**config.mk**
```make
export PLATFORM = sky130hd
export DESIGN_NAME = mi4_div
export DESIGN_NICKNAME = d
export VERILOG_FILES = /design/src/rtl/mi4_pkg.sv /design/src/rtl/mi4_div.sv
export SDC_FILE = /design/constraint.sdc
export NUM_CORES = 1
export LEC_CHECK = 0
export BUFFER_PORTS_ARGS = -buffer_cell sky130_fd_sc_hd__buf_2
export CAP_MARGIN = 10
export CORE_MARGIN = 4
export CORE_UTILIZATION = 40
export DETAILED_ROUTE_END_ITERATION = 12
export GPL_TIMING_DRIVEN = 0
export PLACE_DENSITY_LB_ADDON = 0.05
export SLEW_MARGIN = 20
export SYNTH_ARGS = -nofsm -noshare
export SYNTH_HDL_FRONTEND = slang
export SYNTH_SLANG_ARGS = --single-unit
export TNS_END_PERCENT = 10
```
**constraint.sdc**
```tcl
create_clock -name aclk -period 6.6 [get_ports aclk]
set_input_delay 0.99 -clock aclk [delete_from_list [all_inputs] [get_ports aclk]]
set_output_delay 0.99 -clock aclk [all_outputs]
set_load 0.03 [all_outputs]
```
**src/rtl/mi4_pkg.sv**
```systemverilog
// shared types, state codes and index tables for the 4x4 matrix inverse
`default_nettype none

package mi4_pkg;

    localparam int DATA_WIDTH  = 32;
    localparam int NUM_ENTRIES = 16;
    localparam int NUM_PAIRS   = 24;
    localparam int HALF_PAIRS  = 12;
    localparam int NUM_TERMS   = 6;

    typedef struct packed {
        logic [3:0]                   entry_index;
        logic signed [DATA_WIDTH-1:0] entry_value;
        logic                         last_entry;
    } entry_t;

    typedef struct packed {
        logic [3:0]                   result_index;
        logic signed [DATA_WIDTH-1:0] result_value;
        logic                         singular;
        logic                         saturated;
        logic                         last_result;
    } result_t;

    // request to the shared multiplier: wide selects the final-scaling mode
    typedef struct packed {
        logic start;
        logic wide;
    } mul_ctl_t;

    typedef struct packed {
        logic done;
        logic sat;
    } unit_stat_t;

    typedef enum logic [2:0] {
        ST_IDLE,
        ST_LOAD_A,
        ST_LOAD_B,
        ST_MUL_GO,
        ST_MUL_WAIT,
        ST_DIV_GO,
        ST_DIV_WAIT,
        ST_EMIT
    } state_t;

    typedef enum logic [1:0] {
        PH_PAIR,
        PH_TERM,
        PH_DET,
        PH_OUT
    } phase_t;

    typedef enum logic [1:0] {
        MS_IDLE,
        MS_RUN,
        MS_SIGN,
        MS_FIN
    } mul_state_t;

    // pair products over the transposed matrix, indexes into the transpose
    localparam logic [3:0] PAIR_A [NUM_PAIRS] = '{
        4'd10, 4'd11, 4'd9,  4'd11, 4'd9,  4'd10, 4'd8, 4'd11, 4'd8, 4'd10, 4'd8, 4'd9,
        4'd2,  4'd3,  4'd1,  4'd3,  4'd1,  4'd2,  4'd0, 4'd3,  4'd0, 4'd2,  4'd0, 4'd1
    };
    localparam logic [3:0] PAIR_B [NUM_PAIRS] = '{
        4'd15, 4'd14, 4'd15, 4'd13, 4'd14, 4'd13, 4'd15, 4'd12, 4'd14, 4'd12, 4'd13, 4'd12,
        4'd7,  4'd6,  4'd7,  4'd5,  4'd6,  4'd5,  4'd7,  4'd4,  4'd6,  4'd4,  4'd5,  4'd4
    };

    // per cofactor: pair index within its half and transpose entry, three added then three
    // subtracted
    localparam logic [3:0] COF_PAIR [NUM_ENTRIES][NUM_TERMS] = '{
        '{4'd0, 4'd3, 4'd4, 4'd1, 4'd2, 4'd5},
        '{4'd1, 4'd6, 4'd9, 4'd0, 4'd7, 4'd8},
        '{4'd2, 4'd7, 4'd10, 4'd3, 4'd6, 4'd11},
        '{4'd5, 4'd8, 4'd11, 4'd4, 4'd9, 4'd10},
        '{4'd1, 4'd2, 4'd5, 4'd0, 4'd3, 4'd4},
        '{4'd0, 4'd7, 4'd8, 4'd1, 4'd6, 4'd9},
        '{4'd3, 4'd6, 4'd11, 4'd2, 4'd7, 4'd10},
        '{4'd4, 4'd9, 4'd10, 4'd5, 4'd8, 4'd11},
        '{4'd0, 4'd3, 4'd4, 4'd1, 4'd2, 4'd5},
        '{4'd1, 4'd6, 4'd9, 4'd0, 4'd7, 4'd8},
        '{4'd2, 4'd7, 4'd10, 4'd3, 4'd6, 4'd11},
        '{4'd5, 4'd8, 4'd11, 4'd4, 4'd9, 4'd10},
        '{4'd2, 4'd5, 4'd1, 4'd4, 4'd0, 4'd3},
        '{4'd8, 4'd0, 4'd7, 4'd6, 4'd9, 4'd1},
        '{4'd6, 4'd11, 4'd3, 4'd10, 4'd2, 4'd7},
        '{4'd10, 4'd4, 4'd9, 4'd8, 4'd11, 4'd5}
    };
    localparam logic [3:0] COF_ENTRY [NUM_ENTRIES][NUM_TERMS] = '{
        '{4'd5, 4'd6, 4'd7, 4'd5, 4'd6, 4'd7},
        '{4'd4, 4'd6, 4'd7, 4'd4, 4'd6, 4'd7},
        '{4'd4, 4'd5, 4'd7, 4'd4, 4'd5, 4'd7},
        '{4'd4, 4'd5, 4'd6, 4'd4, 4'd5, 4'd6},
        '{4'd1, 4'd2, 4'd3, 4'd1, 4'd2, 4'd3},
        '{4'd0, 4'd2, 4'd3, 4'd0, 4'd2, 4'd3},
        '{4'd0, 4'd1, 4'd3, 4'd0, 4'd1, 4'd3},
        '{4'd0, 4'd1, 4'd2, 4'd0, 4'd1, 4'd2},
        '{4'd13, 4'd14, 4'd15, 4'd13, 4'd14, 4'd15},
        '{4'd12, 4'd14, 4'd15, 4'd12, 4'd14, 4'd15},
        '{4'd12, 4'd13, 4'd15, 4'd12, 4'd13, 4'd15},
        '{4'd12, 4'd13, 4'd14, 4'd12, 4'd13, 4'd14},
        '{4'd10, 4'd11, 4'd9, 4'd11, 4'd9, 4'd10},
        '{4'd11, 4'd8, 4'd10, 4'd10, 4'd11, 4'd8},
        '{4'd9, 4'd11, 4'd8, 4'd11, 4'd8, 4'd9},
        '{4'd10, 4'd8, 4'd9, 4'd9, 4'd10, 4'd8}
    };

endpackage

`default_nettype wire

```
**src/rtl/mi4_div.sv**
```systemverilog
// restoring divider for the determinant reciprocal, one quotient bit per cycle
`default_nettype none

module mi4_div #(
    parameter int FRACTION_BITS = 16,
    localparam int CW = mi4_pkg::DATA_WIDTH + FRACTION_BITS
) (
    input  wire logic          aclk,
    input  wire logic          aresetn,
    input  wire logic          start,
    input  wire logic [CW-1:0] divisor,
    output mi4_pkg::unit_stat_t stat,
    output logic [CW-2:0]      quotient
);

    localparam int QW = 3 * FRACTION_BITS + 1;
    localparam int WW = (QW > CW) ? QW : CW;
    localparam int NW = $clog2(QW + 1);
    localparam logic [WW-1:0] CAP = (WW'(1) << (CW - 1)) - WW'(1);

    logic          busy_reg;
    logic          done_reg;
    logic [CW-1:0] dvs_reg;
    logic [CW-1:0] rem_reg;
    logic [QW-1:0] q_reg;
    logic [NW-1:0] cnt_reg;

    logic [CW:0]   rem_sh;
    logic          fits;
    logic [WW-1:0] q_ext;
    logic          over;

    // dividend is a single one at the top quotient position
    assign rem_sh = {rem_reg, (cnt_reg == '0)};
    assign fits   = rem_sh >= (CW + 1)'(dvs_reg);
    assign q_ext  = WW'(q_reg);
    assign over   = q_ext > CAP;

    always_comb begin
        stat.done = done_reg;
        stat.sat  = over;
        quotient  = over ? CAP[CW-2:0] : q_ext[CW-2:0];
    end

    always_ff @(posedge aclk) begin
        if (!aresetn) begin
            busy_reg <= 1'b0;
            done_reg <= 1'b0;
        end else begin
            done_reg <= 1'b0;
            if (start) begin
                busy_reg <= 1'b1;
            end else if (busy_reg && cnt_reg == NW'(QW - 1)) begin
                busy_reg <= 1'b0;
                done_reg <= 1'b1;
            end
        end
    end

    always_ff @(posedge aclk) begin
        if (start) begin
            dvs_reg <= divisor;
            rem_reg <= '0;
            q_reg   <= '0;
            cnt_reg <= '0;
        end else if (busy_reg) begin
            rem_reg <= fits ? CW'(rem_sh - (CW + 1)'(dvs_reg)) : rem_sh[CW-1:0];
            q_reg   <= {q_reg[QW-2:0], fits};
            cnt_reg <= cnt_reg + 1'b1;
        end
    end

endmodule

`default_nettype wire

```
==> results.yml, run 1 <==
worst_setup_path:
  criticalPathCategory: "reg2reg"
  r2r_cells: 15
  cp_max_fo: 4
  worst_ep_required_time_ps: 6950
  worstPathArrival_ps: 4120
  ff2ff_setup_slack_ps: 2820
  startpoint_type: "register"
  crit_path_end_kind: "register"
logic_synthesis:
  synth_top_area_share_pct: 23.4
  synth_cell_type_count: 64
  syn-num-nets: 1113
  yosys_most_used_dff: "dfxtp_1"
  yosys-top-cells-area: "dfxtp_1, edfxtp_1, ha_1"
  yosysMostFrequentCell: "nor2_1"
  async_flop_share_pct: 0
  synthSimpleGateAreaFrac_pct: 17.4
  avgSynthCellArea_um2: 8.87
  syn_inst: 1011
  synth_edf_count: 48
  synthAdderAreaFrac_pct: 7.20
  synth-seq-area-share_pct: 39.5
  synth_top_family_by_area: "compound AO/OA/AOI/OAI gates"
  synth_compound_area_share_pct: 19.1
  yosysTopAreaCell: "dfxtp_1"
  synth-seq-cells: 153
  synthMuxAreaShare_pct: 7.32
  syn_area_um2: 8970
  yosys.area_share.xor_xnor_pct: 3.90
  synth.top_cells.by_count: "nor2_1, dfxtp_1, a21oi_1, mux2i_1, inv_1"
  yosysWarnings: 0
clock_network:
  clk_pin_slew_ps: 70
  ctsHoldBuffers: 0
  clk_latency_ps: 430
  cts_tree: "yes"
  cts_made_buffers: 17
  post-cts-setup-buffer-count: 0
  cts_root_buffer: "clkbuf_16"
  cts.sinks: 153
  cts_max_path_buffers: 2
  ctsResizeCount: 0
  htreeDepth: 4
timing:
  setup_tns_ps: 0
  report.final.setup_viol: 0
  fin_crit_ps: 3780
  rsz0062_at_grt: "false"
  final-hold-violation-count: 0
  worst_slew_pin_slew_ps: 789
  relSlewSlack_pct: 47.4
  fin_skew_ps: 13.3
  finalCritPeriodShare_pct: 57.2
  drv_slew: 0
  max_freq_ghz: 0.265
power_and_ir_drop:
  power_density_nw_per_um2: 255
  irDropWorstVdd_mv: 0.145
  power.leakage_nw: 4.85
die:
  core_area_um2: 22000
  fp.dieW_um: 158
  chipHeight_um: 158
  dieArea_um2: 24900
  start_util_pct: 40.9
  io_pins: 100
  rows: 54
detailed_routing:
  first_pass_iters: 5
  ant_nets: 0
  viasPerCell: 5.27
  drt_iter0_markers: 436
  wl_um: 23800
  drcViolationCount: 0
  vias: 7500
  wire_per_inst_um: 16.7
cells_and_area:
  final_core_util_pct: 47.4
  diodes: 0
  fin_nets: 1231
  area_growth_pct: 16.1
  largest_reg_flops: 49
  drive_gt1_share_pct: 14.4
worst_hold_path:
  worst_hold_path.num_cells: 2
  min_path_type: "reg2reg"
outcome:
  status: "completed"
global_routing:
  grt_pass1_wl_um: 39000
  grt_usage_pct: 19.7
  antenna_found_initial: 0
  grt_max_degree: 50
  grt-ovfl-total: 0
  first_global_vias: 7436
placement:
  gp_congestion: 0.879
  port_buffers: 99
  hpwl_um: 17500
job:
  drv_cap: 0
## critical path, cell delays in order (launching register included)
cell	delay, ps
dfxtp_1	350
inv_1	70
ha_1	160
nand3_1	130
ha_1	240
fa_1	390
nor2b_1	230
o31a_1	240
o21a_1	210
o211ai_1	180
and2_1	260
o22ai_1	430
o31ai_4	130
mux2i_1	150
o311a_1	360
nor3_1	160
## cells in the final DEF, fill, tap and decap left out, types with 7 or more instances in the layout
| cell type | instances |
|---|---|
| or3_1 | 52 |
| mux2i_1 | 60 |
| xnor2_1 | 16 |
| edfxtp_1 | 48 |
| buf_2 | 103 |
| nand2b_1 | 10 |
| nand2_1 | 51 |
| nand4_1 | 14 |
| buf_1 | 7 |
| nor2b_1 | 11 |
| nor3_1 | 14 |
| xor2_1 | 24 |
| dfxtp_1 | 105 |
| inv_1 | 56 |
| nor2_1 | 142 |
| clkbuf_1 | 45 |
| nand3_1 | 15 |
| a21oi_1 | 75 |
| a21o_1 | 32 |
| clkbuf_16 | 17 |
| o21a_1 | 10 |
| o21ai_0 | 38 |
| a31oi_1 | 11 |
| ha_1 | 50 |
| a211oi_1 | 32 |
## area by class of cell
cell class                 instances  area (um^2)
fill                            2206        11500
buffer                            64          292
clock inverter                    15          171
timing repair buffer              99          498
multi-input combinational        738         4930
inverter                          56          210
clock buffer                      17          425
sequential                       153         3540
tap                              280          350
## where the power goes
| group | internal, mW | total, mW | switching (mW) |
|---|---|---|---|
| combinational | 0.245 | 0.627 | 0.383 |
| clock | 0.511 | 0.980 | 0.469 |
| sequential | 1.02 | 1.05 | 0.0307 |
| total | 1.78 | 2.66 | 0.883 |
## metal layers
metal | GRT usage, % | part of all wire, % | routed length, um
met4 | 4.14 | 1.1 | 256
met1 | 28.2 | 51 | 12100
met2 | 31.3 | 45 | 10600
met5 | 0 | 0 | 0
met3 | 3.53 | 3.3 | 785
## through the flow
step	area [um^2]	setup slack (ps)	std cells	hold WS, ps	power, mW
3_3_place_gp	9820	2740	1390	484	1.70
6_report	10400	2820	1422	492	2.66
4_1_cts	10400	2780	1422	498	2.69
5_1_grt	10400	2530	1422	517	2.82
2_1_floorplan	8970	3520	1011	461	1.53
3_5_place_dp	9820	2790	1390	487	1.70
## kinds of logic (layout without fill, tap and decap cells)
logic type | count (synthesis) | in the layout
compound gates | 251 | 251
xor+xnor | 40 | 40
fa+ha+maj | 51 | 51
buf+inv | 120 | 251
flops | 153 | 153
mux | 65 | 65
simple gates | 331 | 331
## final timing paths
path,startpoint,to
worst max-delay path,cnt_reg[0],rem_reg[42]
worst min-delay path,rem_reg[39],rem_reg[39]
worst max register to register,cnt_reg[0],rem_reg[42]
worst min register to register,rem_reg[39],rem_reg[39]
Power figures use the tool's default switching activity.
==> run 2: changes to the inputs <==
--- a/config.mk
+++ b/config.mk
@@ -5,6 +5,7 @@
 export SDC_FILE = /design/constraint.sdc
 export NUM_CORES = 1
 export LEC_CHECK = 0
+export ABC_AREA = 1
 export BUFFER_PORTS_ARGS = -buffer_cell sky130_fd_sc_hd__buf_2
 export CAP_MARGIN = 10
 export CORE_MARGIN = 4
==> constraint.sdc (replaced) <==
create_clock -name aclk -period 3.4 [get_ports aclk]
set_input_delay 0.51 -clock aclk [delete_from_list [all_inputs] [get_ports aclk]]
set_output_delay 0.51 -clock aclk [all_outputs]
set_load 0.03 [all_outputs]
==> run 2 against run 1 <==
Compared with the run above:
- via count grew 25%
- power grew 81%
- flip-flop and latch count is the same
- clock skew shrank 0.64 ps
- sequential share of layout area shrank 2.8 points
- hold slack lost 250 ps
- critical path type unchanged
==> results.yml, run 2 <==
outcome:
  status: "completed"
worst_setup_path:
  crit_path_end_kind: "register"
  cp_max_fo: 4
  worstPathArrival_ps: 3440
  worst_ep_required_time_ps: 3730
  startpoint_type: "register"
  criticalPathCategory: "reg2reg"
logic_synthesis:
  async_flop_share_pct: 0
  avgSynthCellArea_um2: 6.70
  synth.top_cells.by_count: "nand2_1, nor2_1, inv_1, dfxtp_1, o21ai_0"
  synth-seq-area-share_pct: 36.0
  synth_top_area_share_pct: 21.4
  yosysWarnings: 0
  yosysTopAreaCell: "dfxtp_1"
  yosys_most_used_dff: "dfxtp_1"
  synth_cell_type_count: 38
  synth-seq-cells: 153
  syn_area_um2: 9840
  yosys-top-cells-area: "dfxtp_1, nand2_1, edfxtp_1"
  syn-num-nets: 1571
  yosysMostFrequentCell: "nand2_1"
  syn_inst: 1469
  synth_edf_count: 48
detailed_routing:
  viasPerCell: 4.87
  drcViolationCount: 0
  ant_nets: 0
  first_pass_iters: 5
  wire_per_inst_um: 15.4
  vias: 9378
  drt_iter0_markers: 606
  wl_um: 29600
cells_and_area:
  area_growth_pct: 15.3
  drive_gt1_share_pct: 14.0
  most-common-layout-cells: "nand2_1, nor2_1, inv_1"
  largest_reg_flops: 49
  fillers: 2564
  diodes: 0
  fin_nets: 1689
  final_common_cell: "nand2_1"
clock_network:
  clk_latency_ps: 440
  htreeDepth: 4
  cts.sinks: 153
  cts_made_buffers: 17
  clk_pin_slew_ps: 70
  cts_max_path_buffers: 2
  cts_root_buffer: "clkbuf_16"
  cts_tree: "yes"
job:
  drv_cap: 0
global_routing:
  grt_max_degree: 50
  grt-ovfl-total: 0
  grt_pass1_wl_um: 47200
  grt_usage_pct: 22.1
  antenna_found_initial: 0
  first_global_vias: 8761
die:
  dieArea_um2: 27200
  rows: 57
  fp.dieW_um: 165
  start_util_pct: 40.6
  chipHeight_um: 165
  io_pins: 100
  core_area_um2: 24200
timing:
  report.final.setup_viol: 0
  max_freq_ghz: 0.322
  fin_skew_ps: 12.6
  finalCritPeriodShare_pct: 91.4
  worst_slew_pin_slew_ps: 880
  drv_slew: 0
  rsz0062_at_grt: "false"
  setup_tns_ps: 0
  final-hold-violation-count: 0
  fin_crit_ps: 3110
  relSlewSlack_pct: 41.3
worst_hold_path:
  min_path_type: "in2reg"
placement:
  gp_congestion: 0.934
  port_buffers: 99
  hpwl_um: 23300
power_and_ir_drop:
  power.leakage_nw: 5.72
  power.total_mw: 4.81
  irDropWorstVdd_mv: 0.236
  power_density_nw_per_um2: 423
[run 2: changes by cell type after synthesis, moves of 32 or more]
cell      change
nand2_1     +392
inv_1       +113
nor2_1       +73
mux2i_1      -60
or3_1        -52
or2_2        +43
o21ai_0      +38
nand4_1      +34
a211oi_1     -32
[run 2: worst paths after layout]
kind / slack (ps) / from / to / cells after the start
worst min register to register: 500 / q_ext[7] / q_ext[8] / 2
worst min-delay path: 240 / divisor[42] / dvs_reg[42] / 1
worst max register to register: 290 / cnt_reg[1] / rem_reg[26] / 19
worst max-delay path: 290 / cnt_reg[1] / rem_reg[26] / 19
[run 2: final cells by class]
cell class	instances	area (um^2)	area share (%)
multi-input combinational	1089	5410	47.6
sequential	153	3540	31.2
inverter	173	649	5.72
timing repair buffer	99	498	4.39
clock buffer	18	450	3.97
tap	324	405	3.57
buffer	54	259	2.28
clock inverter	14	144	1.27
[run 2: critical path: stages (launching register included)]
cell     delay [ps]
dfxtp_1         330
inv_1            80
ha_1            160
nand2_1          50
nor2_1          110
nand2_1         170
ha_1            280
fa_1            450
o21ai_4         260
nand2_1         100
nand2_2         130
nand2_1          80
nand2_2         130
nand2_1          70
nand2_1         160
nand2_1         110
nand2_1          70
nand2_1          50
nand3_1         140
nand2_1          70
[run 2: cells by family (layout without fill, tap and decap cells)]
logic type / after synthesis / count (layout) / synth area share [%]
AND/OR/NAND/NOR: 827 / 827 / 35.8
buffers and inverters: 227 / 358 / 9.23
AO/OA/AOI/OAI: 183 / 183 / 9.89
flip-flops: 153 / 153 / 36.0
adder cells (fa/ha/maj): 51 / 51 / 6.56
XOR/XNOR: 28 / 28 / 2.49
[run 2: per-layer routing]
layer  part of all wire (%)  vias to the layer above  track usage, %
met5                      0                        -               0
met4                    1.5                        0            5.10
met3                    4.2                       21            3.69
met2                     45                      177            35.7
met1                     49                     4265            31.1
li1                       -                     4915               -
[run 2: what timing repair did]
item                                   CTS  global route
setup buffers                            0             0
endpoints found under the hold margin    0             0
setup endpoints to repair                0             2
hold buffers                             0             0
gates resized for setup                  0             3
[run 2: metrics by stage]
stage,setup WS (ps),utilization [%],std cells,hold slack [ps],cell area [um^2]
3_3_place_gp,116,44.3,1892,480,10700
5_1_grt,34.3,46.8,1924,220,11400
2_1_floorplan,986,-,1469,462,9840
3_5_place_dp,161,44.3,1892,488,10700
6_report,294,46.8,1924,240,11400
4_1_cts,112,46.8,1924,223,11300
[run 2: where the power goes]
group | leakage (nW) | internal [mW] | switching (mW)
Clock | 0.293 | 1.03 | 0.925
Sequential | 1.33 | 1.98 | 0.0459
Combinational | 4.10 | 0.267 | 0.559
Total | 5.72 | 3.28 | 1.53
==> run 3: changes to the inputs <==
--- a/config.mk
+++ b/config.mk
@@ -8,6 +8,7 @@
 export ABC_AREA = 1
 export BUFFER_PORTS_ARGS = -buffer_cell sky130_fd_sc_hd__buf_2
 export CAP_MARGIN = 10
+export CORE_ASPECT_RATIO = 1.5
 export CORE_MARGIN = 4
 export CORE_UTILIZATION = 40
 export DETAILED_ROUTE_END_ITERATION = 12
==> run 3 against run 2 <==
Compared with the run above:
- sequential power about the same
- wire length increased by 2.7%
- via count decreased by 0.75%
- critical path type unchanged
- largest cell class unchanged
- highest routed layer unchanged
==> results.yml, run 3 (synthesis results as in run 2) <==
detailed_routing:
  vias: 9308
  ant_nets: 0
  viasPerCell: 4.84
  drcViolationCount: 0
  first_pass_iters: 7
  drt_iter0_markers: 443
  wire_per_inst_um: 15.8
  wl_um: 30400
timing:
  fin_skew_ps: 12.4
  finalCritPeriodShare_pct: 92.6
  fin_crit_ps: 3150
  whs_ps: 238
  rsz0062_at_grt: "false"
  drv_slew: 0
  relSlewSlack_pct: 41.8
  worst_slew_pin_slew_ps: 873
  max_freq_ghz: 0.318
  final-hold-violation-count: 0
  setup_tns_ps: 0
  report.final.setup_viol: 0
worst_setup_path:
  startpoint_type: "register"
  cp_max_fo: 4
  worstSetupEndpoint: "rem_reg[34]"
  worst_ep_required_time_ps: 3790
  r2r_start: "cnt_reg[1]"
  criticalPathCategory: "reg2reg"
  ff2ff_setup_slack_ps: 250
  worstPathArrival_ps: 3540
  r2r_cells: 20
  r2r_end: "rem_reg[34]"
  crit_start: "cnt_reg[1]"
  crit_path_end_kind: "register"
die:
  chipHeight_um: 200
  rows: 70
  io_pins: 100
  dieArea_um2: 27200
  core_area_um2: 24300
  start_util_pct: 40.4
  fp.dieW_um: 136
clock_network:
  clk_pin_slew_ps: 70
  cts_made_buffers: 17
  ctsHoldBuffers: 0
  post-cts-setup-buffer-count: 0
  htreeDepth: 4
  ctsResizeCount: 0
  cts.sinks: 153
  cts_tree: "yes"
  cts_root_buffer: "clkbuf_16"
  clk_latency_ps: 440
  cts_max_path_buffers: 2
placement:
  placedCellCount: 1892
  port_buffers: 99
  gp_congestion: 0.961
  hpwl_um: 24400
cells_and_area:
  most-common-layout-cells: "nand2_1, nor2_1, inv_1"
  diodes: 0
  final_core_util_pct: 46.4
  largest_reg_flops: 49
  final_common_cell: "nand2_1"
  fin_nets: 1689
  area_growth_pct: 14.6
  final_cells: 1924
  drive_gt1_share_pct: 13.8
  fillers: 2698
power_and_ir_drop:
  power.leakage_nw: 5.70
  power.total_mw: 4.65
  power_density_nw_per_um2: 412
  irDropWorstVdd_mv: 0.357
global_routing:
  grt_max_degree: 50
  use_met1_pct: 25.3
  grt_usage_pct: 22.7
  met3_usage_pct: 3.52
  gr-max-usage-layer: "met2"
  grt_pass1_wl_um: 48400
  first_global_vias: 9291
  antenna_found_initial: 0
  grtUsageMet2_pct: 42.8
  grt-ovfl-total: 0
worst_hold_path:
  min_path_type: "in2reg"
job:
  drv_cap: 0
outcome:
  status: "completed"
run 3: final cells by class:
cell class                 count  area [um^2]  area share (%)
inverter                     173          649            5.75
clock buffer                  20          447            3.96
buffer                        54          259            2.29
tap                          324          405            3.59
timing repair buffer          99          498            4.41
multi-input combinational   1089         5390            47.8
clock inverter                12         91.3           0.809
sequential                   153         3540            31.4
run 3: through the flow:
step           cell area (um^2)  setup WS [ps]
2_1_floorplan              9840            986
3_3_place_gp              10700            305
3_5_place_dp              10700            290
4_1_cts                   11300            268
5_1_grt                   11300           9.23
6_report                  11300            251
run 3: how the worst min path moves through the flow:
stage	endpoint	slack, ps	from	depth (start not counted)
2_1_floorplan	rem_reg[0]	460	rem_reg[0]	2
3_3_place_gp	rem_reg[0]	480	rem_reg[0]	2
3_5_place_dp	rem_reg[0]	480	rem_reg[0]	2
4_1_cts	dvs_reg[35]	220	divisor[35]	1
5_1_grt	dvs_reg[36]	220	divisor[36]	1
6_report	dvs_reg[42]	240	divisor[42]	1
run 3: report_power, final:
group | internal, mW | switching [mW]
clock network | 0.963 | 0.836
registers | 1.98 | 0.0445
logic | 0.265 | 0.557
total | 3.21 | 1.44
run 3: metal layers:
metal,part of all wire [%],wire (um)
met5,0,0
met3,2.9,886
met1,41,12300
met2,54,16400
met4,2.6,786
run 3: worst max-delay path, cell delays in order (launching register included):
cell and delay (ps):
dfxtp_1 320, inv_1 80, ha_1 150, nand2_1 50
nor2_1 130, nand2_1 120, ha_1 240, fa_1 420
o21ai_2 280, nand2_1 80, nand2_1 230, nand2_1 90
nand2_1 230, nand2_1 80, nand2_1 130, nand2_1 70
nand2_1 130, nor2_1 50, nor2_1 80, nand2_1 70
nand2_1 50
